[config.mk]
export PLATFORM = sky130hd
export DESIGN_NAME = lcg_random_with_range_top
export DESIGN_NICKNAME = d
export VERILOG_FILES = /design/src/hdl/lcgr_pkg.sv /design/src/hdl/lcgr_divider.sv /design/src/hdl/lcgr_datapath.sv /design/src/hdl/lcgr_ctrl.sv /design/src/hdl/lcg_random_with_range_top.sv
export VERILOG_INCLUDE_DIRS = /design/src /design/src/hdl
export SDC_FILE = /design/constraint.sdc
export NUM_CORES = 1
export LEC_CHECK = 0
export ABC_CLOCK_PERIOD_IN_PS = 14000
export BUFFER_PORTS_ARGS = -buffer_cell sky130_fd_sc_hd__buf_4
export CORE_ASPECT_RATIO = 1.4
export CORE_MARGIN = 2
export CORE_UTILIZATION = 65
export DETAILED_ROUTE_END_ITERATION = 7
export GPL_TIMING_DRIVEN = 0
export PLACE_DENSITY = 0.95
export RECOVER_POWER = 50
export SKIP_CTS_REPAIR_TIMING = 1
export SYNTH_ARGS = -nofsm -noshare
export SYNTH_HDL_FRONTEND = slang
export SYNTH_SLANG_ARGS = --single-unit
[constraint.sdc]
create_clock -name clk -period 14 [get_ports clk]
set_clock_uncertainty 0.2 [all_clocks]
set_input_delay 3.5 -clock clk [delete_from_list [all_inputs] [get_ports clk]]
set_output_delay 3.5 -clock clk [all_outputs]
set_load 0.01 [all_outputs]
[src/hdl/lcg_random_with_range_top_assert.svh]
// Assertion macros for the LCG random-with-range block.
`ifndef LCG_RANDOM_WITH_RANGE_TOP_ASSERT_SVH
`define LCG_RANDOM_WITH_RANGE_TOP_ASSERT_SVH

// Same-cycle implication, checked on clk, idle during reset.
`define LCGR_ASSERT_SAME(label, ante, cons) \
    label: assert property (@(posedge clk) disable iff (!rst_n) (ante) |-> (cons)) \
        else $error("lcgr same-cycle check failed");

// Next-cycle implication, checked on clk, idle during reset.
`define LCGR_ASSERT_NEXT(label, ante, cons) \
    label: assert property (@(posedge clk) disable iff (!rst_n) (ante) |=> (cons)) \
        else $error("lcgr next-cycle check failed");

`endif

[src/hdl/lcgr_pkg.sv]
// Package: types and constants of the LCG random-with-range block.
package lcgr_pkg;

    localparam int unsigned ValW  = 31;
    localparam int unsigned SeedW = 32;
    localparam int unsigned CntW  = 5;

    localparam logic [ValW-1:0] LcgMul  = 31'd1103515245;
    localparam logic [ValW-1:0] LcgInc  = 31'd12345;
    localparam logic [ValW-1:0] ValMax  = 31'h7fffffff;
    localparam logic [CntW-1:0] DivSteps = 5'd31;

    localparam logic CmdRaw    = 1'b0;
    localparam logic CmdRanged = 1'b1;

    typedef struct packed {
        logic            command;
        logic [ValW-1:0] range_top;
    } req_t;

    typedef struct packed {
        logic [ValW-1:0] value;
        logic            error;
    } rsp_t;

    typedef enum logic [2:0] {
        ST_IDLE,
        ST_DECODE,
        ST_DIV_TOP,
        ST_ADVANCE,
        ST_START_Q,
        ST_DIV_Q,
        ST_FINISH
    } state_t;

    // Controller -> datapath commands
    typedef struct packed {
        logic capture;      // latch accepted request
        logic advance;      // step the generator
        logic div_start;    // start the divider
        logic div_top;      // divider source: max/top (1) or state/divisor (0)
        logic save_divisor; // keep max/top quotient
        logic sel_raw;      // result <- next generator state
        logic sel_zero;     // result <- zero range error
        logic sel_quo;      // result <- accepted quotient
        logic load_out;     // result -> output register
    } cmd_t;

    // Datapath -> controller status
    typedef struct packed {
        logic ranged;
        logic top_zero;
        logic div_busy;
        logic quo_ok;
    } status_t;

endpackage

[src/hdl/lcgr_divider.sv]
// Restoring divider: one quotient bit per cycle while busy.
module lcgr_divider
(
    input  logic                      clk,
    input  logic                      rst_n,
    input  logic                      start,
    input  logic [lcgr_pkg::ValW-1:0] dividend,
    input  logic [lcgr_pkg::ValW-1:0] divisor,
    output logic                      busy,
    output logic [lcgr_pkg::ValW-1:0] quotient
);
    import lcgr_pkg::*;

    logic [CntW-1:0] count_reg, count_next;
    logic [ValW-1:0] rem_reg, rem_next;
    logic [ValW-1:0] quo_reg, quo_next;
    logic [ValW-1:0] dvs_reg, dvs_next;
    logic [ValW:0]   trial;

    assign trial = {rem_reg, quo_reg[ValW-1]} - {1'b0, dvs_reg};

    always_comb
    begin
        count_next = count_reg;
        rem_next   = rem_reg;
        quo_next   = quo_reg;
        dvs_next   = dvs_reg;
        if (start)
        begin
            count_next = DivSteps;
            rem_next   = '0;
            quo_next   = dividend;
            dvs_next   = divisor;
        end
        else if (busy)
        begin
            count_next = count_reg - 1'b1;
            if (!trial[ValW])
            begin
                rem_next = trial[ValW-1:0];
                quo_next = {quo_reg[ValW-2:0], 1'b1};
            end
            else
            begin
                rem_next = {rem_reg[ValW-2:0], quo_reg[ValW-1]};
                quo_next = {quo_reg[ValW-2:0], 1'b0};
            end
        end
    end

    always_ff @(posedge clk or negedge rst_n)
    begin
        if (!rst_n)
        begin
            count_reg <= '0;
        end
        else
        begin
            count_reg <= count_next;
        end
    end

    always_ff @(posedge clk)
    begin
        rem_reg <= rem_next;
        quo_reg <= quo_next;
        dvs_reg <= dvs_next;
    end

    assign busy     = (count_reg != '0);
    assign quotient = quo_reg;

endmodule

[src/hdl/lcgr_datapath.sv]
// Datapath: generator state, request and result registers, shared divider.
module lcgr_datapath
(
    input  logic                       clk,
    input  logic                       rst_n,
    input  lcgr_pkg::req_t             req,
    input  logic                       seed_wr,
    input  logic [lcgr_pkg::SeedW-1:0] seed,
    input  lcgr_pkg::cmd_t             cmd,
    output lcgr_pkg::status_t          status,
    output lcgr_pkg::rsp_t             rsp
);
    import lcgr_pkg::*;

    req_t            req_reg;
    logic [ValW-1:0] lcg_state_reg, lcg_state_next;
    logic [ValW-1:0] lcg_adv;
    logic [ValW-1:0] product;
    logic [ValW-1:0] divisor_reg;
    rsp_t            res_reg, res_next;
    rsp_t            rsp_reg;
    logic [ValW-1:0] div_dividend;
    logic [ValW-1:0] div_divisor;
    logic            div_busy;
    logic [ValW-1:0] div_quotient;

    // mod 2^31 falls out of the 31-bit result width
    assign product = lcg_state_reg * LcgMul;
    assign lcg_adv = product + LcgInc;

    always_comb
    begin
        lcg_state_next = lcg_state_reg;
        if (seed_wr)
        begin
            lcg_state_next = seed[ValW-1:0];
        end
        else if (cmd.advance)
        begin
            lcg_state_next = lcg_adv;
        end
    end

    always_ff @(posedge clk or negedge rst_n)
    begin
        if (!rst_n)
        begin
            lcg_state_reg <= 31'd1;
        end
        else
        begin
            lcg_state_reg <= lcg_state_next;
        end
    end

    assign div_dividend = cmd.div_top ? ValMax        : lcg_state_reg;
    assign div_divisor  = cmd.div_top ? req_reg.range_top : divisor_reg;

    lcgr_divider u_div
    (
        .clk      (clk),
        .rst_n    (rst_n),
        .start    (cmd.div_start),
        .dividend (div_dividend),
        .divisor  (div_divisor),
        .busy     (div_busy),
        .quotient (div_quotient)
    );

    always_comb
    begin
        res_next = res_reg;
        if (cmd.sel_raw)
        begin
            res_next = '{value: lcg_adv, error: 1'b0};
        end
        else if (cmd.sel_zero)
        begin
            res_next = '{value: '0, error: 1'b1};
        end
        else if (cmd.sel_quo)
        begin
            res_next = '{value: div_quotient, error: 1'b0};
        end
    end

    always_ff @(posedge clk)
    begin
        if (cmd.capture)
        begin
            req_reg <= req;
        end
        if (cmd.save_divisor)
        begin
            divisor_reg <= div_quotient;
        end
        res_reg <= res_next;
        if (cmd.load_out)
        begin
            rsp_reg <= res_reg;
        end
    end

    assign status.ranged   = (req_reg.command == CmdRanged);
    assign status.top_zero = (req_reg.range_top == '0);
    assign status.div_busy = div_busy;
    assign status.quo_ok   = (div_quotient < req_reg.range_top);
    assign rsp             = rsp_reg;

endmodule

[src/hdl/lcgr_ctrl.sv]
// Controller: request sequencing, rejection loop and output valid.
module lcgr_ctrl
(
    input  logic              clk,
    input  logic              rst_n,
    input  logic              req_valid,
    output logic              req_stall,
    output logic              rsp_valid,
    input  logic              rsp_stall,
    input  lcgr_pkg::status_t status,
    output lcgr_pkg::cmd_t    cmd
);
    import lcgr_pkg::*;

    state_t state_reg, state_next;
    logic   rsp_valid_reg, rsp_valid_next;
    logic   out_free;

    assign out_free = !rsp_valid_reg || !rsp_stall;

    always_comb
    begin
        state_next = state_reg;
        unique case (state_reg)
            ST_IDLE:
            begin
                if (req_valid)
                begin
                    state_next = ST_DECODE;
                end
            end
            ST_DECODE:
            begin
                if (!status.ranged || status.top_zero)
                begin
                    state_next = ST_FINISH;
                end
                else
                begin
                    state_next = ST_DIV_TOP;
                end
            end
            ST_DIV_TOP:
            begin
                if (!status.div_busy)
                begin
                    state_next = ST_ADVANCE;
                end
            end
            ST_ADVANCE:
            begin
                state_next = ST_START_Q;
            end
            ST_START_Q:
            begin
                state_next = ST_DIV_Q;
            end
            ST_DIV_Q:
            begin
                if (!status.div_busy)
                begin
                    state_next = status.quo_ok ? ST_FINISH : ST_ADVANCE;
                end
            end
            ST_FINISH:
            begin
                if (out_free)
                begin
                    state_next = ST_IDLE;
                end
            end
            default:
            begin
                state_next = ST_IDLE;
            end
        endcase
    end

    always_comb
    begin
        cmd       = '0;
        req_stall = 1'b1;
        unique case (state_reg)
            ST_IDLE:
            begin
                req_stall   = 1'b0;
                cmd.capture = req_valid;
            end
            ST_DECODE:
            begin
                if (!status.ranged)
                begin
                    cmd.advance = 1'b1;
                    cmd.sel_raw = 1'b1;
                end
                else if (status.top_zero)
                begin
                    cmd.sel_zero = 1'b1;
                end
                else
                begin
                    cmd.div_start = 1'b1;
                    cmd.div_top   = 1'b1;
                end
            end
            ST_DIV_TOP:
            begin
                cmd.save_divisor = !status.div_busy;
            end
            ST_ADVANCE:
            begin
                cmd.advance = 1'b1;
            end
            ST_START_Q:
            begin
                cmd.div_start = 1'b1;
            end
            ST_DIV_Q:
            begin
                cmd.sel_quo = !status.div_busy && status.quo_ok;
            end
            ST_FINISH:
            begin
                cmd.load_out = out_free;
            end
            default:
            begin
                cmd = '0;
            end
        endcase
    end

    assign rsp_valid_next = cmd.load_out | (rsp_valid_reg & rsp_stall);

    always_ff @(posedge clk or negedge rst_n)
    begin
        if (!rst_n)
        begin
            state_reg     <= ST_IDLE;
            rsp_valid_reg <= 1'b0;
        end
        else
        begin
            state_reg     <= state_next;
            rsp_valid_reg <= rsp_valid_next;
        end
    end

    assign rsp_valid = rsp_valid_reg;

endmodule

[src/hdl/lcg_random_with_range_top.sv]
// Top level of the LCG random-with-range block.
// A 31-bit linear congruential generator, state <- (state * 1103515245 + 12345)
// mod 2^31, reset to 1 and reloaded from the low 31 bits of cfg_data on every
// seed write (cfg_ready is always high; write only while no item is in flight).
// Each req item asks for a raw draw (command 0: the next state) or a draw in
// [0, range_top) (command 1): divisor = 0x7fffffff / range_top, then the
// generator is stepped and state / divisor taken until the quotient is below
// range_top. range_top of 0 gives error = 1, value = 0, and leaves the state
// alone. One item is worked on at a time. A raw or zero-range item goes from
// accept through decode to the result load; a ranged item also runs the shared
// one-bit-per-cycle divider once for the divisor and once per draw, until one
// draw is accepted (1 or 2 draws on average). A new item is taken while the
// previous result still waits in the rsp register.
module lcg_random_with_range_top
(
    input  logic                       clk,
    input  logic                       rst_n,
    input  logic                       req_valid,
    output logic                       req_stall,
    input  lcgr_pkg::req_t             req,
    output logic                       rsp_valid,
    input  logic                       rsp_stall,
    output lcgr_pkg::rsp_t             rsp,
    input  logic                       cfg_valid,
    output logic                       cfg_ready,
    input  logic [lcgr_pkg::SeedW-1:0] cfg_data
);
    import lcgr_pkg::*;

    cmd_t    cmd;
    status_t status;
    logic    seed_wr;

    // seed writes are taken at any time
    assign cfg_ready = 1'b1;
    assign seed_wr   = cfg_valid & cfg_ready;

    lcgr_ctrl u_ctrl
    (
        .clk       (clk),
        .rst_n     (rst_n),
        .req_valid (req_valid),
        .req_stall (req_stall),
        .rsp_valid (rsp_valid),
        .rsp_stall (rsp_stall),
        .status    (status),
        .cmd       (cmd)
    );

    lcgr_datapath u_dp
    (
        .clk     (clk),
        .rst_n   (rst_n),
        .req     (req),
        .seed_wr (seed_wr),
        .seed    (cfg_data),
        .cmd     (cmd),
        .status  (status),
        .rsp     (rsp)
    );

`include "lcg_random_with_range_top_assert.svh"

    // in the cycle after an accepted item the block stalls new items
    `LCGR_ASSERT_NEXT(a_busy_after_accept, req_valid && !req_stall, req_stall)
    // an error result always carries a zero value
    `LCGR_ASSERT_SAME(a_error_zero_value, rsp_valid && rsp.error, rsp.value == '0)

endmodule

==> impl_metrics.csv <==
group,metric,value,unit
critical_path,r2r-start,"u_dp.lcg_state_reg[0]",
logic_synthesis,ys_ff_latch,260,
min_path,holdCritPathClass,"flip-flop to flip-flop",
sta,rsz0062_at_grt,"false",
cells_and_area,drive_gt1_frac,0.07603,
routing,final_antenna_net_count,0,
sta,layout_min_cycle_time,8.830,ns
clock_network,numCtsBuffers,23,
critical_path,max_stage_delay,1.08,ns
logic_synthesis,synth_compound_area_frac,0.1137,
clock_network,cts.reportedPaths.clkPinSlew,0.07,ns
run_status,violations,"capacitance limit, slew limit",
logic_synthesis,syn_area,21340,µm²
clock_network,clock_latency,0.53,ns
critical_path,cp-start-kind,"flip-flop",
floorplan,die_y,218.4,µm
logic_synthesis,synth_xor_area_frac,0.03864,
routing,routedWlPerCell,21.67,µm
routing,wirelength,58020,µm
logic_synthesis,synth_fa_ha_area_frac,0.3192,
floorplan,core,32400,µm²
sta,setup-violations-final,0,
logic_synthesis,synth_edf_count,188,
global_route,overflow,0,
clock_network,cts_buffer_depth,3,
critical_path,end_kind,"flip-flop",
sta,tightest_slew,2.599,ns
floorplan,dieArea,34310,µm²
logic_synthesis,synthMuxAreaShare,0.01876,
floorplan,ioPinCount,104,
logic_synthesis,synth_top_area_frac,0.2646,
critical_path,crit_slowest_cell,"dfstp_1",
sta,max_freq,113.3,MHz
logic_synthesis,syn-instance-count,2090,
global_route,grt_pass1_vias,17350,
sta,slew_headroom,-0.7325,
cells_and_area,fin_nets,2726,
sta,period_share,0.6307,
global_route,grt_usage,0.3481,
logic_synthesis,synth_top_area_cell,"edfxtp_1",
logic_synthesis,synth-seq-area-share,0.3415,
routing,first_iter_violations,1332,
min_path,hp-start,"u_dp.res_reg[1]",
logic_synthesis,yosysUniqueCellTypes,69,
critical_path,critPathKind,"flip-flop to flip-flop",
floorplan,die_x,157.1,µm
clock_network,ctsHtreeMaxLevel,1,
critical_path,crit_required,14.04,ns
logic_synthesis,async_flop_share,0.1538,
global_route,grt_max_degree,41,
logic_synthesis,syn_nets,2596,
sta,maxSlewViolCount,50,
cells_and_area,areaGrowthSynthToFinish,9.786,%
global_route,grt_pass1_wl,90510,µm
logic_synthesis,postSynthAreaPerCell,10.21,µm²
critical_path,cp-startpoint,"u_dp.lcg_state_reg[0]",
clock_network,cts_sinks,260,
routing,firstDrtPassIters,6,
logic_synthesis,yosys_warnings,0,
sta,tns,0,ns
run_status,outcome,"complete, but fails checks",
routing,num_vias,16190,
logic_synthesis,synth_top_family_by_area,"adder cells",
floorplan,rows,78,
run,drv_cap,2,
placement,dp_hpwl,47040,µm
floorplan,start_util,0.6586,
routing,drc,0,
cells_and_area,fill_cells,2111,
critical_path,cp_max_fo,11,
clock_network,cts_tree,"done",
critical_path,critPathArrivalTime,8.87,ns
critical_path,crit_path_frequent_cell,"inv_1",
clock_network,root_buffer,"clkbuf_16",
global_route,antenna_found_initial,2,
placement,gp_congestion,0.9649,
logic_synthesis,synthFlopType,"edfxtp_1",
logic_synthesis,synth-simple-area-share,0.07142,
logic_synthesis,synth_area_leaders,"edfxtp_1 26%, fa_1 17%, ha_1 15%, inv_1 8.5%, dfrtp_1 4.6%",
sta,hold_violations,0,
routing,vias_per_cell,6.049,
placement,io_buffers,100,
==> cell families after synthesis <==
family / after synthesis
other cells: 1
xor+xnor: 92
flops: 260
mux: 39
compound gates: 387
fa+ha+maj: 437
buf+inv: 542
simple gates: 332
==> placed cells by master (no fill, tap or decap), drive strengths merged, types with 25 or more instances in the layout <==
cell type | Yosys | layout
inv | 484 | 486
ha | 258 | 258
edfxtp | 188 | 188
fa | 179 | 179
nand2 | 165 | 165
o21ai | 125 | 125
clkbuf | 45 | 113
a21oi | 103 | 103
buf | 13 | 75
xnor2 | 60 | 60
nor2 | 52 | 52
dfrtp | 39 | 39
a21o | 37 | 37
xor2 | 32 | 32
dfxtp | 32 | 32
mux2i | 31 | 31
o211ai | 25 | 25
==> final timing paths <==
path,endpoint,cells past startpoint,slack [ns]
max in group asynchronous,u_dp.lcg_state_reg[13],1,8.54
min in group asynchronous,u_dp.lcg_state_reg[29],1,3.57
setup reg to reg,u_dp.res_reg[31],25,5.17
hold reg to reg,u_dp.rsp[1],0,0.21
setup / recovery,u_dp.res_reg[31],25,5.17
hold / removal,u_dp.rsp[1],0,0.21
==> stage by stage <==
stage               cells  setup slack [ns]  hold slack (ns)  area, µm²    util
CTS                  2676             5.786           0.2130      23490  0.7251
global route         2676             5.059           0.2200      23430  0.7230
finish               2677             5.170           0.2122      23430  0.7230
detailed placement   2635             5.801           0.2054      22750  0.7021
global placement     2630             5.923           0.2013      22640  0.6988
floorplan            2090             7.103           0.2003      21340       -
==> routing by layer <==
metal,part of all wire,global-route usage,vias to the layer above
met2,0.52,0.6354,920
met4,0.080,0.2418,4
li1,-,-,7139
met5,0.00041,0,-
met3,0.068,0.04700,318
met1,0.33,0.3667,7813
==> final cells by class <==
| type | count | area, µm² | share of cell area |
|---|---|---|---|
| well taps | 440 | 550.5 | 0.02350 |
| plain buffers | 58 | 244.0 | 0.01041 |
| clock buffers | 25 | 583.1 | 0.02489 |
| clock inverters | 16 | 161.4 | 0.006890 |
| inverters | 484 | 1817 | 0.07755 |
| multi-input cells | 1288 | 12000 | 0.5121 |
| repair buffers | 105 | 783.3 | 0.03343 |
| flip-flops and latches | 260 | 7288 | 0.3111 |
| diodes | 1 | 2.502 | 0.0001068 |
==> synth_stat cells (3+ instances only) <==
cell type / count
inv_1: 484
ha_1: 258
edfxtp_1: 188
fa_1: 179
nand2_1: 165
o21ai_0: 120
a21oi_1: 102
xnor2_1: 60
nor2_1: 52
clkbuf_1: 45
dfrtp_1: 39
a21o_1: 37
dfxtp_1: 32
mux2i_1: 31
xor2_1: 31
o211ai_1: 25
o22ai_1: 22
nand3_1: 16
and2_1: 13
and3_1: 13
nand4_1: 11
nor2b_1: 11
nor3_1: 11
nand2b_1: 10
o21a_1: 10
o31ai_1: 10
a31oi_1: 9
buf_1: 9
mux2_2: 8
nor4_1: 8
a21boi_0: 5
nor3b_1: 5
o21ai_1: 5
or3_1: 5
a211o_1: 4
o21bai_1: 4
or2_2: 4
a211oi_1: 3
a311o_1: 3
a31o_2: 3
buf_6: 3
==> critical path: cells and delay by family, from the launching register on <==
kind,cells,cell delay (ns)
fa+ha+maj,9,3.85
compound gates,5,1.87
buf+inv,8,1.10
flops,1,1.08
xor+xnor,1,0.22
simple gates,2,0.20
Power is left out: the tool's default activity adds up to more than one toggle a clock period on the data nets, which glitch-free logic cannot reach.
